**src/sbs_pkg.sv**
```systemverilog
// shared types, widths and opcodes of the stroke smoother
// no dependencies; imported by every module of the block
package sbs_pkg;

  localparam int COORD_W   = 16;
  localparam int PRE_SHIFT = (COORD_W > 24) ? (COORD_W - 24) : 0;
  localparam int MAG_W     = COORD_W - PRE_SHIFT + 1;
  localparam int SQ_W      = 2 * MAG_W;
  localparam int RAD_W     = 2 * MAG_W + 9;
  localparam int ROOT_W    = MAG_W + 5;
  localparam int GAIN_W    = 8;
  localparam int PG_W      = GAIN_W + ROOT_W;
  localparam int NUM_W     = PG_W + MAG_W;
  localparam int REM_W     = NUM_W + 1;
  localparam int DEN_W     = ROOT_W + 8;
  localparam int DS_W      = DEN_W + ROOT_W - 1;
  localparam int STEP_W    = $clog2(ROOT_W);
  localparam int SUM_W     = COORD_W + ROOT_W + PRE_SHIFT + 2;

  localparam int ADDR_W    = 3;
  localparam int DATA_W    = 32;
  localparam logic [GAIN_W-1:0] GAIN_RESET = 8'd64;
  localparam logic REG_GAIN = 1'b0;

  localparam logic [1:0] SEG_BEGIN  = 2'd0;
  localparam logic [1:0] SEG_LINE   = 2'd1;
  localparam logic [1:0] SEG_BEZIER = 2'd2;

  typedef logic signed [COORD_W-1:0] coord_t;

  typedef struct packed {
    coord_t point_x;
    coord_t point_y;
    logic   stroke_last;
  } point_t;

  typedef struct packed {
    logic [1:0] seg_kind;
    coord_t     ctrl1_x;
    coord_t     ctrl1_y;
    coord_t     ctrl2_x;
    coord_t     ctrl2_y;
    coord_t     end_x;
    coord_t     end_y;
    logic       stroke_end;
  } segment_t;

  typedef enum logic [3:0] {
    OP_NONE, OP_LOAD, OP_SQA, OP_SQB, OP_RINIT, OP_RSTEP, OP_RSTORE, OP_MULG,
    OP_MULC, OP_DINIT, OP_DSTEP, OP_APPLY, OP_BEGIN, OP_LINE, OP_BEZ, OP_UPDATE
  } dp_op_t;

  typedef struct packed {
    dp_op_t     op;
    logic [1:0] sel;
  } dp_cmd_t;

  typedef struct packed {
    logic [1:0] count;
    logic       last;
    logic       out_free;
  } dp_status_t;

endpackage

```
**src/sbs_datapath.sv**
```systemverilog
// history, shared square root and divide units, control point math, output register
// depends on sbs_pkg; driven by sbs_controller
module sbs_datapath (
  input  logic                        clk,
  input  logic                        rst,
  input  sbs_pkg::point_t             in_data,
  input  logic [sbs_pkg::GAIN_W-1:0]  gain,
  input  sbs_pkg::dp_cmd_t            cmd,
  output sbs_pkg::dp_status_t         status,
  output sbs_pkg::segment_t           out_data,
  output logic                        out_valid,
  input  logic                        out_stall
);
  import sbs_pkg::*;

  localparam logic signed [SUM_W-1:0] SAT_MAX = SUM_W'((2 ** (COORD_W - 1)) - 1);
  localparam logic signed [SUM_W-1:0] SAT_MIN = SUM_W'(-(2 ** (COORD_W - 1)));

  coord_t hx [3];
  coord_t hy [3];
  coord_t nx, ny;
  logic last_r;
  logic [1:0] count;
  coord_t ctrl [4];
  logic emit;

  logic [SQ_W-1:0] sq_a, sq_b;
  logic [RAD_W-1:0] rad, res, sbit;
  logic [ROOT_W-1:0] r_e, r_a, r_b;
  logic [PG_W-1:0] prod_g;
  logic [NUM_W-1:0] num;
  logic [REM_W-1:0] rem;
  logic [DS_W-1:0] ds;
  logic [ROOT_W-1:0] quot;

  function automatic logic signed [COORD_W:0] sdiff(input coord_t a, input coord_t b);
    sdiff = {a[COORD_W-1], a} - {b[COORD_W-1], b};
  endfunction

  function automatic logic [MAG_W-1:0] mag_of(input logic signed [COORD_W:0] d);
    logic [COORD_W:0] m;
    m = d[COORD_W] ? (~d + 1'b1) : d;
    mag_of = m[COORD_W:PRE_SHIFT];
  endfunction

  logic signed [COORD_W:0] ex, ey, ax, ay, bx, by;
  assign ex = sdiff(hx[2], hx[1]);
  assign ey = sdiff(hy[2], hy[1]);
  assign ax = sdiff(hx[2], hx[0]);
  assign ay = sdiff(hy[2], hy[0]);
  assign bx = sdiff(nx, hx[1]);
  assign by = sdiff(ny, hy[1]);

  assign emit = (cmd.op == OP_BEGIN) || (cmd.op == OP_LINE) || (cmd.op == OP_BEZ);

  // norm operand select
  logic [MAG_W-1:0] na, nb;
  always_comb begin
    case (cmd.sel)
      2'd0: begin
        na = mag_of(ex);
        nb = mag_of(ey);
      end
      2'd1: begin
        na = mag_of(ax);
        nb = mag_of(ay);
      end
      default: begin
        na = mag_of(bx);
        nb = mag_of(by);
      end
    endcase
  end

  // offset operand select
  logic signed [COORD_W:0] c_val;
  logic [ROOT_W-1:0] rd;
  logic [MAG_W-1:0] c_mag;
  always_comb begin
    case (cmd.sel)
      2'd0: c_val = ax;
      2'd1: c_val = ay;
      2'd2: c_val = bx;
      default: c_val = by;
    endcase
    rd = cmd.sel[1] ? r_b : r_a;
    c_mag = mag_of(c_val);
  end

  logic [SQ_W-1:0] sq_c;
  logic [PG_W-1:0] pg_c;
  logic [NUM_W-1:0] num_c;
  assign sq_c  = cmd.op == OP_SQA ? na * na : nb * nb;
  assign pg_c  = gain * r_e;
  assign num_c = prod_g * c_mag;

  logic [RAD_W-1:0] root_t;
  assign root_t = res + sbit;

  // control point from quotient
  logic [ROOT_W+PRE_SHIFT-1:0] offm;
  logic signed [SUM_W-1:0] off_u, off_s, base_s, tot;
  coord_t base_c, sat_c;
  always_comb begin
    offm  = (ROOT_W + PRE_SHIFT)'(quot) << PRE_SHIFT;
    off_u = SUM_W'(offm);
    if (c_val == '0 || rd == '0) begin
      off_s = '0;
    end else begin
      off_s = c_val[COORD_W] ? -off_u : off_u;
    end
    case (cmd.sel)
      2'd0: base_c = hx[1];
      2'd1: base_c = hy[1];
      2'd2: base_c = hx[2];
      default: base_c = hy[2];
    endcase
    base_s = SUM_W'(base_c);
    tot = cmd.sel[1] ? base_s - off_s : base_s + off_s;
    if (tot > SAT_MAX) begin
      sat_c = coord_t'(SAT_MAX[COORD_W-1:0]);
    end else if (tot < SAT_MIN) begin
      sat_c = coord_t'(SAT_MIN[COORD_W-1:0]);
    end else begin
      sat_c = tot[COORD_W-1:0];
    end
  end

  always_ff @(posedge clk) begin
    if (rst) begin
      for (int k = 0; k < 3; k++) begin
        hx[k] <= '0;
        hy[k] <= '0;
      end
      count <= '0;
      out_valid <= 1'b0;
    end else begin
      if (emit) begin
        out_valid <= 1'b1;
      end else if (out_valid && !out_stall) begin
        out_valid <= 1'b0;
      end
      case (cmd.op)
        OP_LOAD: begin
          nx <= in_data.point_x;
          ny <= in_data.point_y;
          last_r <= in_data.stroke_last;
        end
        OP_SQA: sq_a <= sq_c;
        OP_SQB: sq_b <= sq_c;
        OP_RINIT: begin
          rad <= {(SQ_W + 1)'(sq_a) + (SQ_W + 1)'(sq_b), 8'd0};
          res <= '0;
          sbit <= {1'b1, {(RAD_W - 1){1'b0}}};
        end
        OP_RSTEP: begin
          if (rad >= root_t) begin
            rad <= rad - root_t;
            res <= (res >> 1) + sbit;
          end else begin
            res <= res >> 1;
          end
          sbit <= sbit >> 2;
        end
        OP_RSTORE: begin
          case (cmd.sel)
            2'd0: r_e <= res[ROOT_W-1:0];
            2'd1: r_a <= res[ROOT_W-1:0];
            default: r_b <= res[ROOT_W-1:0];
          endcase
        end
        OP_MULG: prod_g <= pg_c;
        OP_MULC: num <= num_c;
        OP_DINIT: begin
          rem <= REM_W'(num) + REM_W'({rd, 7'd0});
          ds <= {rd, 8'd0, {(ROOT_W - 1){1'b0}}};
          quot <= '0;
        end
        OP_DSTEP: begin
          if ({{(DS_W - REM_W){1'b0}}, rem} >= ds) begin
            rem <= rem - ds[REM_W-1:0];
            quot <= {quot[ROOT_W-2:0], 1'b1};
          end else begin
            quot <= {quot[ROOT_W-2:0], 1'b0};
          end
          ds <= ds >> 1;
        end
        OP_APPLY: ctrl[cmd.sel] <= sat_c;
        OP_BEGIN, OP_LINE: begin
          out_data <= '{seg_kind: (cmd.op == OP_BEGIN) ? SEG_BEGIN : SEG_LINE,
                        ctrl1_x: '0, ctrl1_y: '0, ctrl2_x: '0, ctrl2_y: '0,
                        end_x: nx, end_y: ny, stroke_end: last_r};
        end
        OP_BEZ: begin
          out_data <= '{seg_kind: SEG_BEZIER,
                        ctrl1_x: ctrl[0], ctrl1_y: ctrl[1],
                        ctrl2_x: ctrl[2], ctrl2_y: ctrl[3],
                        end_x: hx[2], end_y: hy[2], stroke_end: 1'b0};
        end
        OP_UPDATE: begin
          hx[0] <= hx[1];
          hy[0] <= hy[1];
          hx[1] <= hx[2];
          hy[1] <= hy[2];
          hx[2] <= nx;
          hy[2] <= ny;
          if (last_r) begin
            count <= '0;
          end else if (count != 2'd3) begin
            count <= count + 2'd1;
          end
        end
        default: ;
      endcase
    end
  end

  assign status = '{count: count, last: last_r, out_free: !out_valid || !out_stall};

endmodule

```
**src/sbs_controller.sv**
```systemverilog
// sequencer for the stroke smoother: dispatch, norms, offsets, emits
// depends on sbs_pkg; commands sbs_datapath
module sbs_controller (
  input  logic                clk,
  input  logic                rst,
  input  logic                in_valid,
  output logic                in_stall,
  input  sbs_pkg::dp_status_t status,
  output sbs_pkg::dp_cmd_t    cmd
);
  import sbs_pkg::*;

  typedef enum logic [3:0] {
    S_IDLE, S_DISPATCH, S_SQA, S_SQB, S_RINIT, S_RSTEP, S_RSTORE, S_MULG,
    S_MULC, S_DINIT, S_DSTEP, S_APPLY, S_BEGIN, S_LINE, S_BEZ, S_UPDATE
  } state_t;

  state_t state;
  logic [STEP_W-1:0] step;
  logic [1:0] idx;

  always_ff @(posedge clk) begin
    if (rst) begin
      state <= S_IDLE;
      step <= '0;
      idx <= '0;
    end else begin
      case (state)
        S_IDLE: begin
          if (in_valid) state <= S_DISPATCH;
        end
        S_DISPATCH: begin
          idx <= '0;
          case (status.count)
            2'd0: state <= S_BEGIN;
            2'd1: state <= S_LINE;
            2'd2: state <= status.last ? S_LINE : S_UPDATE;
            default: state <= S_SQA;
          endcase
        end
        S_SQA: state <= S_SQB;
        S_SQB: state <= S_RINIT;
        S_RINIT: begin
          step <= '0;
          state <= S_RSTEP;
        end
        S_RSTEP: begin
          step <= step + 1'b1;
          if (step == STEP_W'(ROOT_W - 1)) state <= S_RSTORE;
        end
        S_RSTORE: begin
          if (idx == 2'd2) begin
            idx <= '0;
            state <= S_MULG;
          end else begin
            idx <= idx + 2'd1;
            state <= S_SQA;
          end
        end
        S_MULG: state <= S_MULC;
        S_MULC: state <= S_DINIT;
        S_DINIT: begin
          step <= '0;
          state <= S_DSTEP;
        end
        S_DSTEP: begin
          step <= step + 1'b1;
          if (step == STEP_W'(ROOT_W - 1)) state <= S_APPLY;
        end
        S_APPLY: begin
          idx <= idx + 2'd1;
          state <= (idx == 2'd3) ? S_BEZ : S_MULC;
        end
        S_BEGIN, S_LINE: begin
          if (status.out_free) state <= S_UPDATE;
        end
        S_BEZ: begin
          if (status.out_free) state <= status.last ? S_LINE : S_UPDATE;
        end
        S_UPDATE: state <= S_IDLE;
        default: state <= S_IDLE;
      endcase
    end
  end

  always_comb begin
    cmd.sel = idx;
    case (state)
      S_IDLE:   cmd.op = in_valid ? OP_LOAD : OP_NONE;
      S_SQA:    cmd.op = OP_SQA;
      S_SQB:    cmd.op = OP_SQB;
      S_RINIT:  cmd.op = OP_RINIT;
      S_RSTEP:  cmd.op = OP_RSTEP;
      S_RSTORE: cmd.op = OP_RSTORE;
      S_MULG:   cmd.op = OP_MULG;
      S_MULC:   cmd.op = OP_MULC;
      S_DINIT:  cmd.op = OP_DINIT;
      S_DSTEP:  cmd.op = OP_DSTEP;
      S_APPLY:  cmd.op = OP_APPLY;
      S_BEGIN:  cmd.op = status.out_free ? OP_BEGIN : OP_NONE;
      S_LINE:   cmd.op = status.out_free ? OP_LINE : OP_NONE;
      S_BEZ:    cmd.op = status.out_free ? OP_BEZ : OP_NONE;
      S_UPDATE: cmd.op = OP_UPDATE;
      default:  cmd.op = OP_NONE;
    endcase
  end

  assign in_stall = (state != S_IDLE);

  a_emit_free: assert property (@(posedge clk) disable iff (rst)
    (cmd.op == OP_BEGIN || cmd.op == OP_LINE || cmd.op == OP_BEZ) |-> status.out_free)
    else $error("emit while output register busy");

  a_step_range: assert property (@(posedge clk) disable iff (rst)
    (state == S_RSTEP || state == S_DSTEP) |-> step < STEP_W'(ROOT_W))
    else $error("iteration count out of range");

  a_accept_dispatch: assert property (@(posedge clk) disable iff (rst)
    (in_valid && !in_stall) |=> state == S_DISPATCH)
    else $error("accepted transfer not dispatched");

  a_bez_full: assert property (@(posedge clk) disable iff (rst)
    (state == S_SQA) |-> status.count == 2'd3)
    else $error("curve work without full history");

endmodule

```
**src/stroke_bezier_smoother_top.sv**
```systemverilog
// stroke smoother top level: apb gain register, sequencer and datapath
// depends on sbs_pkg, sbs_controller, sbs_datapath
// a begin or line result is registered in its emit state once the output register is free; a
// curve result follows three 22-step root and four 22-step divide passes, run one at a time on
// the bit-serial root and divide units; input is taken again only in idle, after the update
// that follows the last result, so a new point waits until the last is done; sync reset
module stroke_bezier_smoother_top (
  input  logic                        clk,
  input  logic                        rst,
  input  logic                        in_valid,
  output logic                        in_stall,
  input  sbs_pkg::point_t             in_data,
  output logic                        out_valid,
  input  logic                        out_stall,
  output sbs_pkg::segment_t           out_data,
  input  logic                        psel,
  input  logic                        penable,
  input  logic                        pwrite,
  input  logic [sbs_pkg::ADDR_W-1:0]  paddr,
  input  logic [sbs_pkg::DATA_W-1:0]  pwdata,
  output logic [sbs_pkg::DATA_W-1:0]  prdata,
  output logic                        pready
);
  import sbs_pkg::*;

  logic [GAIN_W-1:0] gain;
  dp_cmd_t cmd;
  dp_status_t status;

  assign pready = 1'b1;

  // reset: new stroke, history zero, gain 64
  always_ff @(posedge clk) begin
    if (rst) begin
      gain <= GAIN_RESET;
    end else if (psel && penable && pwrite && paddr[2] == REG_GAIN) begin
      gain <= pwdata[GAIN_W-1:0];
    end
  end

  assign prdata = (paddr[2] == REG_GAIN) ? DATA_W'(gain) : '0;

  sbs_controller u_ctrl (
    .clk      (clk),
    .rst      (rst),
    .in_valid (in_valid),
    .in_stall (in_stall),
    .status   (status),
    .cmd      (cmd)
  );

  sbs_datapath u_dp (
    .clk       (clk),
    .rst       (rst),
    .in_data   (in_data),
    .gain      (gain),
    .cmd       (cmd),
    .status    (status),
    .out_data  (out_data),
    .out_valid (out_valid),
    .out_stall (out_stall)
  );

endmodule
```
**config.mk**
```make
export PLATFORM = sky130hd
export DESIGN_NAME = stroke_bezier_smoother_top
export DESIGN_NICKNAME = d
export VERILOG_FILES = /design/src/sbs_pkg.sv /design/src/sbs_datapath.sv /design/src/sbs_controller.sv /design/src/stroke_bezier_smoother_top.sv
export SDC_FILE = /design/constraint.sdc
export NUM_CORES = 2
export LEC_CHECK = 0
export BUFFER_PORTS_ARGS = -buffer_cell sky130_fd_sc_hd__buf_2
export CORE_AREA = 2 2 357 624
export DETAILED_ROUTE_END_ITERATION = 8
export DIE_AREA = 0 0 359 626
export GPL_TIMING_DRIVEN = 0
export PLACE_DENSITY = 0.66
export SLEW_MARGIN = 0
export SYNTH_ARGS = -nofsm -noshare
export SYNTH_HDL_FRONTEND = slang
export SYNTH_SLANG_ARGS = --single-unit
```
**constraint.sdc**
```tcl
create_clock -name clk -period 12 [get_ports clk]
set_input_delay 0 -clock clk [delete_from_list [all_inputs] [get_ports clk]]
set_output_delay 0 -clock clk [all_outputs]
set_load 0.01 [all_outputs]
```
==> results_tabular.tex <==
\begin{tabular}{lr}
\hline
Metric & Value \\
\hline
\multicolumn{2}{l}{\textbf{Die}} \\
Top-Level Pins & 209 \\
Vertical extent of the die & 626 um \\
Rows & 228 \\
Die ar. & 225000 um2 \\
Starting utilization of the core area & 39.7\% \\
Placeable Area & 220000 um2 \\
Overall die width & 359 um \\
\multicolumn{2}{l}{\textbf{GRT}} \\
Maximum number of pins on one net before global-route repair & 67 \\
Remaining global-route overflow & 0 \\
Number of antenna violations at the first check in global routing & 14 \\
Tot GR Track Use & 26.0\% \\
Wire length of the first global-routing pass & 443000 um \\
Number of global-route vias before repair & 74929 \\
\multicolumn{2}{l}{\textbf{Finish}} \\
Layout overhead on the synthesized area & 11.4\% \\
Area taken by flip-flops and latches & 22400 um2 \\
NumNets Final & 11534 \\
Combined area of the multi-input logic cells & 59000 um2 \\
Filler cell count & 20962 \\
Layout cells sized above 1 & 7.45\% \\
\multicolumn{2}{l}{\textbf{Critical path}} \\
Cell type of the slowest stage on the worst timing path & o311ai\_0 \\
Critical Path Max Stage Delay & 860 ps \\
Most common cell type on the critical path & fa\_1 \\
Required time of the critical path & 12440 ps \\
Startpoint class of the critical path & flop \\
Crit path capture type & flop \\
WS Path Type & flop to flop \\
Arrival time worst endpoint & 12290 ps \\
Peak fanout along the critical path & 10 \\
\multicolumn{2}{l}{\textbf{Place}} \\
Number of port buffers & 156 \\
Routability congestion estimate & 1.04 \\
Detailed placer's ending HPWL & 240000 um \\
\multicolumn{2}{l}{\textbf{Clock tree}} \\
Number of CTS-inserted buffers & 75 \\
Root buffer cell & clkbuf\_16 \\
Post-CTS clock slew at the launch and capture registers of the worst setup and hold paths & 70 ps \\
Maximum buffer depth of the clock tree & 3 \\
Sink Count & 752 \\
Clock insertion delay at the later pin of the skew report & 730 ps \\
Clock tree from TritonCTS & built \\
Clock H-tree levels & 3 \\
\multicolumn{2}{l}{\textbf{Synth}} \\
Number of enable flip-flop cells after synthesis & 730 \\
Primary flip-flop cell chosen by synthesis mapping & edfxtp\_1 \\
Post-Synth Simple-Gate Area & 15.6\% \\
Top cells by area in the synthesized netlist & edfxtp\_1, fa\_1, ha\_1 \\
Mux share of post-synthesis cell area & 1.24\% \\
Synth cell types & 105 \\
Most frequent cells after synthesis & inv\_1, nand2\_1, fa\_1, ha\_1, edfxtp\_1 \\
Most numerous cell in the Yosys netlist & inv\_1 \\
Mapped cell area & 87300 um2 \\
Sequential element share of the synthesized area & 25.6\% \\
Yosys warning count & 0 \\
Mean Syn Cell Area & 9.32 um2 \\
Main combinational cell family by area after synthesis & adder cells \\
Cell type with the largest total area after synthesis & edfxtp\_1 \\
\#FFs+latches synth & 752 \\
Number of cells produced by synthesis & 9371 \\
Proportion of netlist area held by the largest area contributor & 25.1\% \\
Post-synthesis share of cell area spent on xor and xnor gates & 5.58\% \\
Post-synthesis compound-gate area fraction & 11.8\% \\
Adder and majority cell fraction of the synthesized area & 32.0\% \\
Fraction of registers with async set or reset after synthesis & 0\% \\
\multicolumn{2}{l}{\textbf{STA}} \\
Final Skew & 89.5 ps \\
Fin crit share & 98.8\% \\
Highest clock frequency the design can meet & 0.0844 GHz \\
Setup total negative slack & 0 ps \\
Tightest Pin Transition & 1520 ps \\
Final setup viols & 0 \\
Tightest slew margin relative to the limit & -2.00\% \\
Number of endpoints with negative hold slack in the final report & 0 \\
Max Transition Viols Final & 11 \\
Fin crit period & 11850 ps \\
\multicolumn{2}{l}{\textbf{Status}} \\
Violated checks & max-capacitance violations, max-slew violations \\
Run status & finished, violations left \\
\multicolumn{2}{l}{\textbf{Detailed routing}} \\
DRT Wirelength & 294000 um \\
Count of antenna-violating nets left after detailed routing & 0 \\
Avg WL per Cell & 23.1 um \\
Post-route DRC violation count & 0 \\
Total via count in the routed design & 70788 \\
Initial detailed-routing violation count & 4850 \\
Ratio of routed vias to standard cells & 5.56 \\
DR pass1 iterations & 8 \\
\multicolumn{2}{l}{\textbf{Min path}} \\
Hold Crit Class & primary input to flop \\
\multicolumn{2}{l}{\textbf{Run}} \\
Max capacitance violation total & 1 \\
\hline
\end{tabular}
==> worst paths after layout <==
check                 start        endpoint  slack (ps)  cells past startpoint
min             in_data[19]      u_dp.nx[2]          20                      2
max reg2reg  u_dp.hy[0][32]    u_dp.num[43]         150                     35
max          u_dp.hy[0][32]    u_dp.num[43]         150                     35
min reg2reg  u_ctrl.step[4]  u_ctrl.step[4]         500                      1
==> metal layers <==
layer | vias to the layer above | GRT usage [%] | part of all wire [%]
li1 | 31931 | - | -
met1 | 35071 | 24.5 | 32
met2 | 2617 | 48.2 | 52
met3 | 1165 | 3.68 | 5.0
met4 | 4 | 24.8 | 11
met5 | - | 0 | 0.012
==> placed cells by master (no fill, tap or decap), types with 60 or more instances in the layout <==
cell type / n
fa_1: 936
nand2b_1: 111
a21oi_1: 451
o21a_1: 62
nor3_1: 167
nor2b_1: 99
o21ai_0: 316
nor2_1: 614
clkbuf_1: 243
a21o_1: 151
and2_1: 378
dlygate4sd3_1: 83
nand2_1: 991
buf_4: 84
clkbuf_16: 77
a31oi_1: 73
xnor2_1: 326
nand3_1: 118
xor2_1: 202
edfxtp_1: 730
buf_2: 171
and3_1: 96
inv_1: 1483
ha_1: 728
or3_1: 60
==> logic make-up after synthesis <==
| family | Yosys count |
|---|---|
| AOI/OAI and AO/OA | 1580 |
| xor gates and xnor gates | 556 |
| adders and majority gates | 1668 |
| buffers and inverters | 1858 |
| DFF | 752 |
| muxes | 103 |
| other | 2 |
| and+or+nand+nor | 2852 |
==> metrics by stage <==
step | hold slack, ps | cells | worst slack (ps) | area, um2 | util (%)
after CTS | 1.57 | 12714 | 1.13 | 96600 | 43.9
after global placement | 177 | 12425 | -3870 | 91800 | 41.7
final | 17.2 | 12736 | 147 | 97300 | 44.2
after floorplan | 46.4 | 9394 | 1150 | 87400 | -
after detailed placement | 178 | 12486 | -2370 | 92600 | 42.1
after global routing | 17.9 | 12730 | -52.8 | 97200 | 44.2
==> worst max-delay path: cells and delay by family (launching register included) <==
family          cells  cell delay [ps]
xor+xnor            2              630
fa+ha+maj           8             3750
buf+inv             5             1000
simple gates        5              940
compound gates     15             4730
flops               1              480
==> final cells by class <==
type	count	area share, %
clock buffers	89	2.05
diodes	7	0.0180
plain buffers	354	1.62
flip-flops and latches	752	23.0
inverters	1498	5.81
multi-input cells	6784	60.7
well taps	2875	3.70
clock inverters	51	0.521
repair buffers	326	2.62
==> registers in the layout, summed over array words and instances (netlist names), 30 cells and up <==
register and count:
u_dp.ds 51, u_dp.hx 48, u_dp.res 43, u_dp.sq_a 33
u_dp.hy 48, u_dp.sq_b 33, u_dp.rem 48, u_dp.rad 43
u_dp.ctrl 64, u_dp.prod_g 30, u_dp.out_data 99, u_dp.num 47
==> timing repair <==
item                                    4_1_cts  5_1_grt
cloned                                        0        0
endpoints found under the setup margin      122       97
setup buffers                                 8       18
hold buffers                                 83        0
endpoints found under the hold margin        51        0
resized for setup                           129      116
pin swaps                                     6        9
Power is not shown: default switching activity piles up to over one toggle a cycle in this logic, so the estimate is an artifact.
